<file path="src/sv/ahcf_pkg.sv">
// Shared types and constants for the age histogram cutoff finder.
// No dependencies; imported by the divider, the top level and the testbench.
package ahcf_pkg;

    localparam int TIME_WIDTH    = 32;
    localparam int CUT_WIDTH     = 33;
    localparam int SEC_PER_HOUR  = 3600;
    localparam int SEC_PER_DAY   = 86400;

    // constant division by reciprocal multiply:
    // x / 3600 = (x >> 4) / 225, x / 86400 = (x >> 7) / 675
    localparam int QUOT_WIDTH = 12;
    localparam int HOUR_SHIFT = 4;
    localparam int HOUR_IN_W  = 18;   // hour dividends stay below 2^22
    localparam int HOUR_FRAC  = 26;
    localparam int DAY_SHIFT  = 7;
    localparam int RECIP_IN_W = 22;   // day dividends stay below 2^29
    localparam int DAY_FRAC   = 32;
    localparam int RECIP_W    = 23;
    localparam int PROD_W     = RECIP_IN_W + RECIP_W;
    localparam logic [RECIP_W-1:0] HOUR_RECIP = RECIP_W'(298262);   // ceil(2^26 / 225)
    localparam logic [RECIP_W-1:0] DAY_RECIP  = RECIP_W'(6362915);  // ceil(2^32 / 675)

    // request into the shared divider
    typedef struct packed {
        logic                  start;
        logic                  by_day;
        logic [TIME_WIDTH-1:0] dividend;
    } div_req_t;

    // response from the shared divider
    typedef struct packed {
        logic                  done;
        logic [QUOT_WIDTH-1:0] quotient;
    } div_rsp_t;

endpackage

</file>
<file path="src/sv/ahcf_serial_div.sv">
// Shared constant divider: hour or day index from an age, by reciprocal multiply.
// Depends on ahcf_pkg (div_req_t, div_rsp_t, reciprocal constants).
module ahcf_serial_div (
    input  logic               clk,
    input  logic               rst_n,
    input  ahcf_pkg::div_req_t req,
    output ahcf_pkg::div_rsp_t rsp
);
    import ahcf_pkg::*;

    logic                  done_reg;
    logic [QUOT_WIDTH-1:0] quot_reg;

    logic [RECIP_IN_W-1:0] operand;
    logic [RECIP_W-1:0]    recip;
    logic [PROD_W-1:0]     prod;
    logic [QUOT_WIDTH-1:0] quot_next;

    // strip the power-of-two factor, then multiply by the rounded-up reciprocal
    always_comb
    begin
        if (req.by_day)
        begin
            operand = req.dividend[DAY_SHIFT +: RECIP_IN_W];
            recip   = DAY_RECIP;
        end
        else
        begin
            operand = RECIP_IN_W'(req.dividend[HOUR_SHIFT +: HOUR_IN_W]);
            recip   = HOUR_RECIP;
        end
        prod      = PROD_W'(operand) * PROD_W'(recip);
        quot_next = req.by_day ? prod[DAY_FRAC +: QUOT_WIDTH]
                               : prod[HOUR_FRAC +: QUOT_WIDTH];
    end

    always_ff @(posedge clk or negedge rst_n)
    begin
        if (!rst_n)
        begin
            done_reg <= 1'b0;
            quot_reg <= '0;
        end
        else
        begin
            done_reg <= req.start;
            if (req.start)
            begin
                quot_reg <= quot_next;
            end
        end
    end

    assign rsp.done     = done_reg;
    assign rsp.quotient = quot_reg;

endmodule

</file>
<file path="config.mk">
export PLATFORM = sky130hd
export DESIGN_NAME = ahcf_serial_div
export DESIGN_NICKNAME = d
export VERILOG_FILES = /design/src/sv/ahcf_pkg.sv /design/src/sv/ahcf_serial_div.sv
export SDC_FILE = /design/constraint.sdc
export NUM_CORES = 1
export LEC_CHECK = 0
export ABC_CLOCK_PERIOD_IN_PS = 1040
export BUFFER_PORTS_ARGS = -buffer_cell sky130_fd_sc_hd__buf_2
export CAP_MARGIN = 20
export CORE_UTILIZATION = 30
export CTS_BUF_LIST = sky130_fd_sc_hd__clkbuf_16
export CTS_CLUSTER_SIZE = 28
export DETAILED_ROUTE_END_ITERATION = 16
export PLACE_DENSITY = 0.56
export SLEW_MARGIN = 15
export SYNTH_ARGS = -nofsm -noshare
export SYNTH_HDL_FRONTEND = slang
export SYNTH_SLANG_ARGS = --single-unit
</file>
<file path="constraint.sdc">
create_clock -name clk -period 1.04 [get_ports clk]
set_input_delay 0.208 -clock clk [delete_from_list [all_inputs] [get_ports clk]]
set_output_delay 0.208 -clock clk [all_outputs]
set_load 0.05 [all_outputs]
</file>
# ---- Word level (Yosys, flattened, before mapping)
# Index checks and enable logic that the tools add are counted.
dict set report word_totals {
  regBits 13
  elab_cells 6
}
dict set report op_classes {
  n_mul 1
  n_mux 3
}
# cell n
set ops {}
lappend ops {{$mul 22x23->44} 1}
lappend ops {{$mux 23} 1}
lappend ops {{$mux 22} 1}
lappend ops {{$mux 12} 1}

# ---- Depth between registers and ports, before layout
# Gate-level depths: netlist of the first run.
dict set report depth {
  word_depth 3
  mapped_depth 30
  mapped_depth_nobuf 28
}

# ---- Least setup slack after synthesis of the first run
# Ideal clock, no wire load.
dict set report synth_timing {
  kind {input to register}
  startpoint {input port req[32] (netlist name)}
  endpoint {register quot_reg[8]}
  setup_ns 0.086
  arrival_ns 6.365
  t_required_ns 0.954
  path_slack_ns -5.411
  path_stages 25
  path_buffers 2
  path_cell_list {clkbuf_1 > buf_4 > nand2_1 > nand2_1 > inv_1 > fa_1 > fa_1 > inv_1 > fa_1 > fa_1 > inv_1 > fa_1 > fa_1 > fa_1 > inv_1 > ha_1 > a21oi_1 > o221ai_1 > a21oi_1 > o21ai_0 > a211oi_4 > a31oi_2 > a311oi_2 > a211oi_2 > o221ai_2}
}
dict set report synth_between {
  elab_chain_len 3
}
# item line_no
set synth_lines {}
lappend synth_lines {{start: declaration} ahcf_serial_div.sv:6} ;# input ahcf_pkg::div_req_t req,
lappend synth_lines {{$mux 22 or $mux 23 (tied branches)} ahcf_serial_div.sv:22} ;# if (req.by_day)
lappend synth_lines {{$mul 22x23->44} ahcf_serial_div.sv:32} ;# prod = PROD_W'(operand) * PROD_W'(recip);
lappend synth_lines {{$mux 12 *} ahcf_serial_div.sv:33} ;# quot_next = req.by_day ? prod[DAY_FRAC +: QUOT_WIDTH]
lappend synth_lines {{end signal: assignment} ahcf_serial_div.sv:49} ;# quot_reg <= quot_next;
lappend synth_lines {{end: declaration} ahcf_serial_div.sv:12} ;# logic [QUOT_WIDTH-1:0] quot_reg;
# Mark *: on every way between the ends. The rest lies on a longest branch, timed or not.
# A chain may end at the register's enable or synchronous reset.

# ---- Final worst setup path of the first run
# Ends and elaborated chain as after synthesis.

==> results of run 1 <==
-- through the flow --
step | utilization, % | setup slack, ns | TNS (ns) | area (um2)
2_1_floorplan | - | -4.85 | -56.49 | 11500
3_3_place_gp | 38.6 | -5.61 | -66.05 | 13700
3_5_place_dp | 38.6 | -5.63 | -66.34 | 13700
4_1_cts | 40.1 | -5.26 | -62.36 | 14300
5_1_grt | 40.7 | -5.53 | -65.50 | 14500
6_report | 40.7 | -5.31 | -62.72 | 14500
-- what timing repair did --
item	4_1_cts	5_1_grt
pin swaps	41	25
endpoints found under the hold margin	13	0
cloned	2	0
resized for setup	71	38
setup endpoints to repair	24	23
hold buffers	1	0
buffers inserted	14	6
-- cell families after synthesis --
logic type               after synthesis  share of synthesized area (%)
flip-flops                            13                           2.98
buffers and inverters                398                           13.8
adder cells (fa/ha/maj)              456                           67.4
other                                  2                         0.0689
AND/OR/NAND/NOR                      159                           6.29
XOR/XNOR                              22                           1.77
AO/OA/AOI/OAI                        117                           7.37
multiplexers                           3                          0.287
-- final cells by class --
cell class                      instances  area [um2]
Multi-Input combinational cell        800        9960
Fill cell                            3520       21100
Tap cell                              461         577
Inverter                              382        1450
Sequential cell                        13         327
Clock inverter                          1        3.75
Clock buffer                            3        75.1
Timing Repair Buffer                  269        2140
-- per-layer routing --
layer | global-route usage (%) | routed length, um | part of all wire [%]
met5 | 0 | 0 | 0
met4 | 2.63 | 437 | 1.4
met3 | 0.873 | 780 | 2.6
met2 | 31.2 | 15100 | 50
met1 | 25.2 | 14100 | 46
-- cells in the final DEF, fill, tap and decap left out, drive strengths merged, types with 3 or more instances in the layout --
| cell | synthesis | final |
|---|---|---|
| inv | 382 | 383 |
| buf | 5 | 266 |
| ha | 237 | 237 |
| fa | 219 | 219 |
| nand2 | 93 | 93 |
| conb | 2 | 43 |
| a21oi | 40 | 40 |
| nor2 | 31 | 31 |
| o21ai | 19 | 19 |
| xnor2 | 14 | 14 |
| a21o | 13 | 13 |
| dfrtp | 13 | 13 |
| nand4 | 10 | 10 |
| xor2 | 8 | 8 |
| a211oi | 8 | 8 |
| nand3 | 6 | 6 |
| a31oi | 6 | 6 |
| o21a | 5 | 5 |
| and2 | 5 | 5 |
| o211ai | 5 | 5 |
| nor2b | 5 | 5 |
| o21bai | 4 | 4 |
| clkbuf | 11 | 4 |
| o221ai | 3 | 3 |
| nor3 | 3 | 3 |
-- critical path: cells and delay by family --
| family | cells | cell delay [ns] |
|---|---|---|
| fa+ha+maj | 8 | 3.82 |
| buf+inv | 13 | 1.22 |
| compound gates | 6 | 0.83 |
| simple gates | 3 | 0.21 |
| xor+xnor | 1 | 0.17 |
-- worst min-delay path by stage --
stage | end | slack, ns
2_1_floorplan | done_reg | -0.09
3_3_place_gp | quot_reg[10] | 0.12
3_5_place_dp | quot_reg[10] | 0.12
4_1_cts | done_reg | 0.24
5_1_grt | done_reg | 0.26
6_report | done_reg | 0.25
==> results.tsv, run 1 <==
metric	value	unit
synth_edf_count	0	
crit_path_start_kind	input port	
cap_violations	0	
drc_errors	2	
drtPass1Iterations	11	
hp-class	input port to flip-flop	
postSynthAreaPerCell	9.32	um2
end_kind	flip-flop	
numCtsBuffers	3	
r2r_setup_slack	0.11	ns
critical_path_required	1.16	ns
largest_register_ffs	12	
fmaxAchievable	158	MHz
worst_ep_arrival_time	6.47	ns
crit_path_end	quot_reg[8]	
path_clk_slew	0.05	ns
synth.area.top_cells	fa_1, ha_1, inv_1, nand2_1, dfrtp_1	
rsz0062_at_grt	yes	
cts_tree	yes	
ys_ff_latch	13	
synth-seq-area-share	2.98	%
gr-usage-all-layers	18.0	%
final-hold-violation-count	0	
hp-start	req[33]	
cp_slowest_cell	fa_2	
clock_latency	0.24	ns
hold_ws	0.254	ns
n_antenna_cell	0	
gp_congestion	0.924	
violations	design-rule violations, negative setup slack	
io_pins	49	
port_buffers	41	
layout_setup_ws	-5.31	ns
final_layout_size_suffix_gt1_share	28.3	%
synth_most_common_cell	inv_1	
vias_per_cell	4.36	
root_buffer	clkbuf_16	
die_h	193	um
netlist_area	0.0109	mm2
antenna_found_initial	0	
rows	69	
worstSetupPathType	input port to flip-flop	
synth.top_cell.area_share	40.2	%
synthFlopType	dfrtp_1	
whs_path_depth	1	
postSynthCellCount	1170	
htree_levels	1	
synthToLayoutAreaGrowth	33.2	%
nets	1961	
place_hpwl	28.3	mm
chipWidth	193	um
drt_iter0_drc	380	
overflow	0	
clock_sinks	13	
dp.cells	1903	
status	finished, violations left	
dr_total_vias	8414	
reg2reg_from	quot_reg[2]	
core-area	0.0357	mm2
clockBufferDepth	2	
grt_pass1_wl	51.0	mm
cpPeakStageDelay	0.54	ns
ys_async_sr_fraction	100	%
grt_pass1_vias	9468	
finalCritPeriodShare	610	%
min_period	6.35	ns
yosys_warnings	0	
synth.distinct_cells	52	
synth_common_cells	inv_1, ha_1, fa_1	
setup_viol	13	
crit_start	req[32]	
maxSlewViolCount	0	
reg2reg_to	quot_reg[2]	
wire_per_inst	15.8	um
fin_cells	1929	
finalWirelength	30.4	mm
reg2regPathDepth	4	
start_util	30.6	%
finalClockSkew	0	ns
grt_start_max_net_pins	16	
drtAntennaViolNets	0	
yosysTopAreaCell	fa_1	
crit_fanout	5	
die-area	0.0371	mm2
Power of run 1 is not shown: default switching activity piles up to over one toggle a cycle in this logic, so the estimate is an artifact.
==> run 2, diff against run 1 <==
--- a/config.mk
+++ b/config.mk
@@ -12,6 +12,7 @@
 export CTS_BUF_LIST = sky130_fd_sc_hd__clkbuf_16
 export CTS_CLUSTER_SIZE = 28
 export DETAILED_ROUTE_END_ITERATION = 16
+export GPL_ROUTABILITY_DRIVEN = 0
 export PLACE_DENSITY = 0.56
 export SLEW_MARGIN = 15
 export SYNTH_ARGS = -nofsm -noshare
==> constraint.sdc (replaced) <==
create_clock -name clk -period 1.04 [get_ports clk]
set_input_delay 0.104 -clock clk [delete_from_list [all_inputs] [get_ports clk]]
set_output_delay 0.104 -clock clk [all_outputs]
set_load 0.05 [all_outputs]
==> results.tsv, run 2 (synthesis gave the netlist of run 1 again) <==
metric	value	unit	change
status	finished, violations left		unchanged
violations	design-rule violations, negative setup slack		unchanged
grt_start_max_net_pins	17		was 16
setup_tns	-62.15	ns	was -62.72 ns
layout_common_cells	inv_1, ha_1, buf_4, fa_1, nand2_1		unchanged
final_layout_size_suffix_gt1_share	27.7	%	was 28.3%
reg2regPathDepth	3		was 4
rsz0062_at_grt	yes		unchanged
start_util	30.6	%	unchanged
maxSlewViolCount	0		unchanged
hp-class	input port to flip-flop		unchanged
r2r_setup_slack	0.20	ns	was 0.11 ns
vias_per_cell	4.36		about the same
final-hold-violation-count	0		unchanged
root_buffer	clkbuf_16		unchanged
dp.cells	1909		was 1903
min_period	6.32	ns	was 6.35 ns
clock_latency	0.24	ns	about the same
gr-usage-all-layers	17.7	%	was 18.0%
nets	1958		was 1961
post-route-util	40.3	%	was 40.7%
drc_errors	2		unchanged
io_pins	49		unchanged
hp-start	req[33]		unchanged
wire_per_inst	16.0	um	was 15.8 um
min_to	done_reg		unchanged
rows	69		unchanged
die_h	193	um	unchanged
place_hpwl	28.7	mm	was 28.3 mm
synthToLayoutAreaGrowth	31.8	%	was 33.2%
grt_pass1_vias	9446		was 9468
path_clk_slew	0.05	ns	about the same
finalWirelength	30.8	mm	was 30.4 mm
fin_cells	1926		was 1929
clock_sinks	13		unchanged
grt_pass1_wl	50.2	mm	was 51.0 mm
whs_path_depth	1		unchanged
n_antenna_cell	0		unchanged
finalClockSkew	0	ns	unchanged
crit_path_start_kind	input port		unchanged
chipWidth	193	um	unchanged
crit_fanout	6		was 5
critical_path_required	1.16	ns	about the same
cap_violations	0		unchanged
drtPass1Iterations	11		unchanged
dr_total_vias	8390		was 8414
end_kind	flip-flop		unchanged
layout_setup_ws	-5.28	ns	was -5.31 ns
setup_viol	12		was 13
clockBufferDepth	2		unchanged
fmaxAchievable	158	MHz	about the same
numCtsBuffers	3		unchanged
drtAntennaViolNets	0		unchanged
antenna_found_initial	0		unchanged
worst_ep_arrival_time	6.45	ns	was 6.47 ns
overflow	0		unchanged
worstSetupPathType	input port to flip-flop		unchanged
core-area	0.0357	mm2	unchanged
finalCritPeriodShare	608	%	was 610%
htree_levels	1		unchanged
reg2reg_to	quot_reg[11]		was quot_reg[2]
reg2reg_from	quot_reg[11]		was quot_reg[2]
port_buffers	41		unchanged
drt_iter0_drc	424		was 380
cts_tree	yes		unchanged
die-area	0.0371	mm2	unchanged
largest_register_ffs	12		unchanged
layout_commonest_cell	inv_1		unchanged
-- run 2: cell types whose count changed in the layout (fill, tap and decap cells not counted), sizes merged --
cell / before / now
buf: 266 / 264
bufbuf: 1 / 0
-- run 2: timing repair --
item,4_1_cts,5_1_grt
resized for setup,20,66
setup buffers,1,12
setup endpoints to repair,13,12
endpoints found under the hold margin,13,0
gates cloned,0,1
hold buffers,1,0
pin swaps,3,60
-- run 2: through the flow --
step           cell area [um2]  setup WS (ns)  hold WS (ns)
5_1_grt                  14400          -5.50         0.165
4_1_cts                  14000          -5.25         0.146
2_1_floorplan            11500          -4.75        -0.192
6_report                 14400          -5.28         0.150
3_5_place_dp             13800          -5.61        0.0323
3_3_place_gp             13800          -5.55        0.0211
-- run 2: how the worst max path moves through the flow --
stage | startpoint | end | slack (ns) | cells past startpoint
floorplan | req[32] | quot_reg[9] | -4.75 | 25
global placement | req[32] | quot_reg[9] | -5.55 | 28
detailed placement | req[32] | quot_reg[9] | -5.61 | 28
CTS | req[32] | quot_reg[9] | -5.25 | 28
global route | req[32] | quot_reg[8] | -5.50 | 28
finish | req[32] | quot_reg[8] | -5.28 | 28
-- run 2: final cells by class --
type / count / area (um2)
well taps: 461 / 577
flip-flops and latches: 13 / 325
inverters: 382 / 1460
clock inverters: 1 / 3.75
repair buffers: 266 / 2020
fillers: 3512 / 21300
clock buffers: 3 / 75.1
multi-input cells: 800 / 9910
-- run 2: worst max-delay path, stage by stage --
cell and delay [ns]:
buf_12 0.11, buf_12 0.14, inv_16 0.09, nand2_4 0.07, nand2_2 0.08, fa_1 0.47, fa_1 0.53, inv_1 0.06
fa_2 0.56, inv_1 0.05, fa_2 0.47, fa_2 0.42, fa_1 0.54, inv_1 0.07, fa_1 0.50, inv_2 0.05
ha_4 0.28, nand4_4 0.12, buf_6 0.15, nor3_4 0.21, o21ai_2 0.08, a211oi_2 0.29, a211oi_4 0.08, buf_12 0.15
a31oi_4 0.19, a311oi_2 0.15, a211oi_4 0.27, o221ai_2 0.13
-- run 2: metal layers --
metal / GRT usage (%) / part of all wire [%]
met1: 24.0 / 45
met2: 30.9 / 50
met3: 0.873 / 2.8
met4: 3.66 / 2.4
met5: 0 / 0
Power of run 2 is left out for the same reason.
==> run 3, diff against run 2 <==
--- a/config.mk
+++ b/config.mk
@@ -14,6 +14,7 @@
 export DETAILED_ROUTE_END_ITERATION = 16
 export GPL_ROUTABILITY_DRIVEN = 0
 export PLACE_DENSITY = 0.56
+export SETUP_SLACK_MARGIN = 0.15
 export SLEW_MARGIN = 15
 export SYNTH_ARGS = -nofsm -noshare
 export SYNTH_HDL_FRONTEND = slang
==> results.tsv, run 3 (synthesis gave the netlist of run 1 again) <==
metric	value	unit	change
status	finished, violations left		unchanged
violations	design-rule violations, negative setup slack		unchanged
path_clk_slew	0.05	ns	about the same
critical_path_required	1.17	ns	was 1.16 ns
whs_path_depth	1		unchanged
reg2regPathDepth	3		unchanged
drt_iter0_drc	391		was 424
place_hpwl	28.7	mm	unchanged
vias_per_cell	4.36		about the same
setup_viol	12		unchanged
r2r_setup_slack	0.17	ns	was 0.20 ns
grt_pass1_vias	9506		was 9446
nets	1965		was 1958
rsz0062_at_grt	yes		unchanged
drtPass1Iterations	10		was 11
port_buffers	41		unchanged
drtAntennaViolNets	0		unchanged
htree_levels	1		unchanged
layout_commonest_cell	inv_1		unchanged
maxSlewViolCount	0		unchanged
start_util	30.6	%	unchanged
synthToLayoutAreaGrowth	32.4	%	was 31.8%
fin_cells	1933		was 1926
worst_slew_pin_slew	0.553	ns	
min_to	done_reg		unchanged
largest_register_ffs	12		unchanged
dr_total_vias	8431		was 8390
io_pins	49		unchanged
dp.cells	1909		unchanged
finalClockSkew	0	ns	unchanged
die-area	0.0371	mm2	unchanged
max_slew_margin	62.9	%	
n_antenna_cell	0		unchanged
worstSetupPathType	input port to flip-flop		unchanged
grt_start_max_net_pins	17		unchanged
post-route-cell-area	0.0144	mm2	about the same
end_kind	flip-flop		unchanged
clock_latency	0.24	ns	about the same
finalCritPeriodShare	597	%	was 608%
final-hold-violation-count	0		unchanged
hp-start	req[33]		unchanged
grt_pass1_wl	50.7	mm	was 50.2 mm
crit_path_start_kind	input port		unchanged
clock_sinks	13		unchanged
die_h	193	um	unchanged
reg2reg_to	quot_reg[2]		was quot_reg[11]
drc_errors	2		unchanged
root_buffer	clkbuf_16		unchanged
final_layout_size_suffix_gt1_share	27.9	%	was 27.7%
finalWirelength	30.6	mm	was 30.8 mm
clockBufferDepth	2		unchanged
numCtsBuffers	3		unchanged
worst_ep_arrival_time	6.34	ns	was 6.45 ns
core-area	0.0357	mm2	unchanged
overflow	0		unchanged
reg2reg_from	quot_reg[2]		was quot_reg[11]
crit_fanout	6		unchanged
layout_setup_ws	-5.17	ns	was -5.28 ns
chipWidth	193	um	unchanged
fmaxAchievable	161	MHz	was 158 MHz
cap_violations	0		unchanged
antenna_found_initial	0		unchanged
hp-class	input port to flip-flop		unchanged
min_period	6.21	ns	was 6.32 ns
crit_start	req[32]		unchanged
layout_common_cells	inv_1, ha_1, buf_4, fa_1, nand2_1		unchanged
rows	69		unchanged
gr-usage-all-layers	17.9	%	was 17.7%
place_area	0.0138	mm2	unchanged
cts_tree	yes		unchanged
wire_per_inst	15.8	um	was 16.0 um
## run 3: cell count changes in the layout (fill, tap and decap cells not counted), moves of 2 or more
cell	before	now
buf_4	211	219
o21ai_2	3	5
buf_6	8	20
o21bai_1	2	4
buf_2	39	27
## run 3: area by class of cell
class | instances | area, um2
clock inverter | 1 | 3.75
multi-input combinational | 800 | 9850
inverter | 382 | 1460
sequential | 13 | 325
tap | 461 | 577
timing repair buffer | 273 | 2140
fill | 3498 | 21200
clock buffer | 3 | 75.1
## run 3: what timing repair did
action / in CTS / in global routing
buffers inserted: 13 / 5
hold buffers: 1 / 0
cloned: 1 / 0
pin swaps: 21 / 46
setup endpoints to repair: 25 / 24
endpoints found under the hold margin: 13 / 0
gates resized for setup: 65 / 36
## run 3: metrics by stage
| step | hold slack, ns | utilization (%) | TNS, ns | worst slack [ns] |
|---|---|---|---|---|
| floorplan | -0.192 | - | -55.24 | -4.75 |
| global placement | 0.0211 | 38.7 | -65.33 | -5.55 |
| detailed placement | 0.0323 | 38.7 | -65.72 | -5.61 |
| CTS | 0.146 | 40.0 | -61.61 | -5.19 |
| global route | 0.165 | 40.5 | -64.03 | -5.39 |
| finish | 0.149 | 40.5 | -61.22 | -5.17 |
## run 3: critical path, cell delays in order
cell       delay, ns
buf_12          0.10
buf_12          0.15
inv_16          0.06
nand2_8         0.06
inv_4           0.03
nor2_4          0.12
inv_2           0.06
fa_2            0.54
inv_2           0.04
fa_2            0.54
inv_2           0.04
fa_1            0.46
fa_2            0.56
fa_1            0.46
fa_1            0.53
inv_2           0.05
fa_1            0.51
inv_2           0.05
ha_4            0.28
nand2_4         0.05
nor4_2          0.29
o21ai_1         0.16
o2111ai_2       0.34
a21oi_2         0.12
nor2_4          0.15
xnor2_1         0.14
a21oi_1         0.09
mux2_2          0.26
## run 3: how the worst max path moves through the flow
| stage | endpoint | slack [ns] |
|---|---|---|
| 4_1_cts | quot_reg[9] | -5.19 |
| 3_5_place_dp | quot_reg[9] | -5.61 |
| 5_1_grt | quot_reg[9] | -5.39 |
| 6_report | quot_reg[9] | -5.17 |
| 2_1_floorplan | quot_reg[9] | -4.75 |
| 3_3_place_gp | quot_reg[9] | -5.55 |
## run 3: layer usage
metal | GRT usage [%] | share of wire [%] | up-vias
met5 | 0 | 0 | -
met4 | 3.69 | 2.4 | 0
met3 | 0.927 | 4.0 | 37
met2 | 31.2 | 49 | 122
met1 | 24.4 | 44 | 4148
li1 | - | - | 4124
Power of run 3 is left out for the same reason.
